[src/rtl/mse_pkg.sv]
`default_nettype none
// ----------------------------------------------------------------------------
// mse_pkg
// Shared widths, codes and types of the matrix square entry block.
// ----------------------------------------------------------------------------
package mse_pkg;

	localparam int DATA_W    = 32;
	localparam int IDX_W     = 6;
	localparam int DIM_W     = 7;
	localparam int TDATA_W   = 48;
	localparam int MAX_DIM_D = 64;

	localparam logic [DIM_W-1:0] DIM_RESET = 7'd64;

	localparam logic ACT_LOAD  = 1'b0;
	localparam logic ACT_QUERY = 1'b1;

	typedef struct packed {
		logic clear;
		logic valid;
	} mac_ctl_t;

endpackage
`default_nettype wire

[src/rtl/mse_mac.sv]
`default_nettype none
// ----------------------------------------------------------------------------
// mse_mac
// Shared multiply-accumulate unit: registered 32x32 product, 32-bit wrapping
// accumulator.
// ----------------------------------------------------------------------------
module mse_mac (
	input  wire                                   clk,
	input  wire                                   arst_n,
	input  wire mse_pkg::mac_ctl_t                ctl,
	input  wire logic signed [mse_pkg::DATA_W-1:0] a,
	input  wire logic signed [mse_pkg::DATA_W-1:0] b,
	output logic                                  busy,
	output logic signed [mse_pkg::DATA_W-1:0]     acc
);

	logic                              vld_s2;
	logic signed [mse_pkg::DATA_W-1:0] prod_s2;
	logic signed [mse_pkg::DATA_W-1:0] acc_q;

	always_ff @(posedge clk or negedge arst_n) begin
		if (!arst_n) begin
			vld_s2 <= 1'b0;
		end else begin
			vld_s2 <= ctl.valid;
		end
	end

	// low word of the product only
	always_ff @(posedge clk) begin
		prod_s2 <= a * b;
		if (ctl.clear) begin
			acc_q <= '0;
		end else if (vld_s2) begin
			acc_q <= acc_q + prod_s2;
		end
	end

	assign busy = vld_s2;
	assign acc  = acc_q;

endmodule
`default_nettype wire

[config.mk]
export PLATFORM = sky130hd
export DESIGN_NAME = mse_mac
export DESIGN_NICKNAME = d
export VERILOG_FILES = /design/src/rtl/mse_pkg.sv /design/src/rtl/mse_mac.sv
export SDC_FILE = /design/constraint.sdc
export NUM_CORES = 1
export LEC_CHECK = 0
export BUFFER_PORTS_ARGS = -buffer_cell sky130_fd_sc_hd__buf_2
export CAP_MARGIN = 30
export CORE_MARGIN = 2
export CORE_UTILIZATION = 40
export DETAILED_ROUTE_END_ITERATION = 10
export GPL_TIMING_DRIVEN = 0
export MAX_ROUTING_LAYER = met4
export PLACE_DENSITY_LB_ADDON = 0.25
export SYNTH_ARGS = -nofsm -noshare
export SYNTH_HDL_FRONTEND = slang
export SYNTH_SLANG_ARGS = --single-unit
[constraint.sdc]
create_clock -name clk -period 4.3 [get_ports clk]
set_input_delay 0.43 -clock clk [delete_from_list [all_inputs] [get_ports clk]]
set_output_delay 0.43 -clock clk [all_outputs]
set_load 0.02 [all_outputs]
==> results by group <==
Run status
  • Status: finished, violations left
  • Failing checks: negative setup slack

Clock tree
  • Clock sink count: 65
  • H-tree Lvls: 3
  • CTS tree: built
  • Reg clk slew, reported paths: roughly 0.050 ns
  • Root Buffer: clkbuf_16
  • Deepest clock path buffer count: 2
  • CTS buffer count: 9
  • Worst-Skew Late Latency: 0.34 ns

Timing
  • Skew final: around 0.0070 ns
  • Relative max-transition margin: 44.25%
  • F_max: 0.1500 GHz
  • Fin Hold WS: around 0.19 ns
  • Final worst slack: -2.368 ns
  • Slew @ Worst Pin: around 0.84 ns
  • Period utilization: 155.1%
  • Pins over their slew limit: 0
  • Final setup viols: 23
  • RSZ-0062 raised after global routing: true
  • Setup TNS Final: -38.18 ns
  • Min Tclk post-route: approximately 6.7 ns
  • Final hold vios: 0

Worst hold path
  • Hold Crit Class: in -> reg
  • Hold Crit Depth: 1
  • Hold Startpoint: ctl[0]
  • Hold Path Sink: busy

GRT
  • GRT Residual Overflow: 0
  • Total GRT Usage: ~26%
  • First-pass GRT wire length: 95.13 mm
  • Initial antenna violation count: 4
  • Largest net degree at the start of global routing: 12
  • Vias in the first global route: approximately 16,000

Route
  • DRC violations left: 0
  • Drt initial violations: approximately 800
  • Post-route ant nets: 0
  • Via/cell ratio: approximately 5.1
  • WL/cell: around 21 um
  • Post-Route WL: roughly 62 mm
  • Via Count: between 10,000 and 15,000
  • First-pass detailed-route iteration total: 7

Floorplanning
  • Die Area: just over 50,000 um2
  • Io pins: between 100 and 150
  • Die H: 225.0 um
  • Starting density of the core: between 40 and 50%
  • Die width: between 200 and 250 um
  • Core region area: between 40,000 and 50,000 um2
  • Rows: 80

Synth
  • Top-count cell post-synth: inv_1
  • Post-synth top area cell: fa_1
  • Most common flop cell mapped by yosys: dfxtp_1
  • Top post-synthesis cells by count: inv_1, fa_1, and2_1, nand2_1, ha_1
  • Async S/R FF share, synth: 1.538%
  • Seq/Total Area, Yosys: 6.687%
  • Area share of the largest cell type after synthesis: 41.92%
  • Synthesized area per cell: around 9.1 um2
  • Synthesized flop and latch total: between 60 and 70
  • Synthesized cell area: just under 20,000 um2
  • Synth unique cells: 58
  • Post-Syn Instances: around 2,100
  • Post-synth EDFFs: 0
  • Net Count, Synth: roughly 2,800
  • Synth warnings: 0
  • Top cells by area, synth: fa_1, ha_1, and2_1

Flow run
  • Total of max-cap violations: 0

Layout
  • Fin util: 47.86%
  • Multi-input logic area: 16,960 um2
  • Fill cells: 4,524
  • Seq. cell area: 1306 um2
  • Share of post-route cells with drive strength above 1: between 10% and 20%
  • Layout Nets: a little under 3,000
  • Area Growth Syn to Fin: 17.48%

Setup path
  • Reg-to-reg endpoint: acc[31]
  • Worst Path Arrival: between 6 and 7 ns
  • R2R depth: 10
  • Crit end category: register
  • Worst Path Max Fanout: 4
  • R2R Setup Slk: roughly 1.1 ns
  • Crit path required time: 4.51 ns
  • R2R Path Start: acc[9]
  • Critical path class: in -> reg
  • Worst Setup Start Kind: input port

Placed design
  • Hpwl dp: ~51 mm
  • Routability cong.: 0.9355
  • # port buffers: just over 90
flip-flops by register name, summed over array words and instances (netlist names):
| register | cells |
|---|---|
| busy | 1 |
| acc | 32 |
| prod_s2 | 32 |
worst max-delay path, cell delays in order:
cell and delay [ns]:
buf_8 0.10, clkbuf_16 0.15, buf_12 0.12, and2_4 0.15, fa_1 0.56, fa_1 0.43
inv_2 0.07, fa_2 0.46, fa_1 0.55, inv_1 0.05, fa_1 0.49, fa_1 0.45
fa_1 0.49, inv_1 0.05, fa_1 0.54, inv_2 0.06, ha_4 0.29, nand3_4 0.09
nor2_4 0.15, o2111ai_2 0.13, a31o_4 0.26, a31o_4 0.24, o21ai_4 0.18, a221o_1 0.18
a21oi_2 0.05, xnor2_1 0.12
what timing repair did:
action / CTS / global route
pin swaps: 47 / 73
endpoints found under the hold margin: 1 / 0
cloned: 1 / 1
endpoints found under the setup margin: 26 / 25
hold buffers: 1 / 0
resized for setup: 212 / 134
buffers inserted: 22 / 21
metal layers:
metal,GRT usage (%),wire [um]
met1,33.23,25580
met2,43.14,29740
met3,2.295,3929
met4,9.186,2450
met5,-,0
stage by stage:
step           setup slack [ns]  cells  area [um2]
6_report                 -2.368   2910       22950
2_1_floorplan            -2.231   2148       19920
5_1_grt                  -2.513   2908       22940
3_3_place_gp             -3.654   2856       21150
4_1_cts                  -2.491   2891       22530
3_5_place_dp             -3.777   2856       21150
cell families (layout without fill, tap and decap cells):
logic type / after synthesis / in the layout / synth area share [%]
simple gates: 670 / 670 / 18.36
xor+xnor: 112 / 112 / 5.022
flops: 65 / 65 / 6.687
buf+inv: 534 / 678 / 10.28
mux: 18 / 18 / 0.9352
compound gates: 159 / 159 / 5.208
other cells: 0 / 3 / 0
fa+ha+maj: 590 / 590 / 53.51
worst max-delay path by stage:
| stage | to | from | slack (ns) |
|---|---|---|---|
| after floorplan | prod_s2[31] | a[12] | -2.23 |
| after CTS | prod_s2[30] | b[2] | -2.49 |
| after detailed placement | prod_s2[31] | b[12] | -3.78 |
| after global placement | prod_s2[31] | b[12] | -3.65 |
| after global routing | prod_s2[31] | b[2] | -2.51 |
| final | prod_s2[31] | b[2] | -2.37 |
cell usage in the layout (no fill, tap or decap), types with 38 or more instances in the layout:
cell type and n:
nand2_1 201, fa_1 386, dfxtp_1 64, buf_2 77, ha_1 154, nor2_1 38
inv_1 412, and2_1 334, xnor2_1 81
cell type report:
type                            count  share of cell area, %
Multi-Input combinational cell   1549                  73.89
Clock inverter                      2                 0.1527
Sequential cell                    65                  5.692
Tap cell                          615                  3.353
Clock buffer                       14                  1.194
Buffer                             91                  4.329
Inverter                          437                  7.148
Timing Repair Buffer              134                  4.204
Antenna cell                        3                0.03271
Power is not shown: default switching activity piles up to over one toggle a cycle in this logic, so the estimate is an artifact.
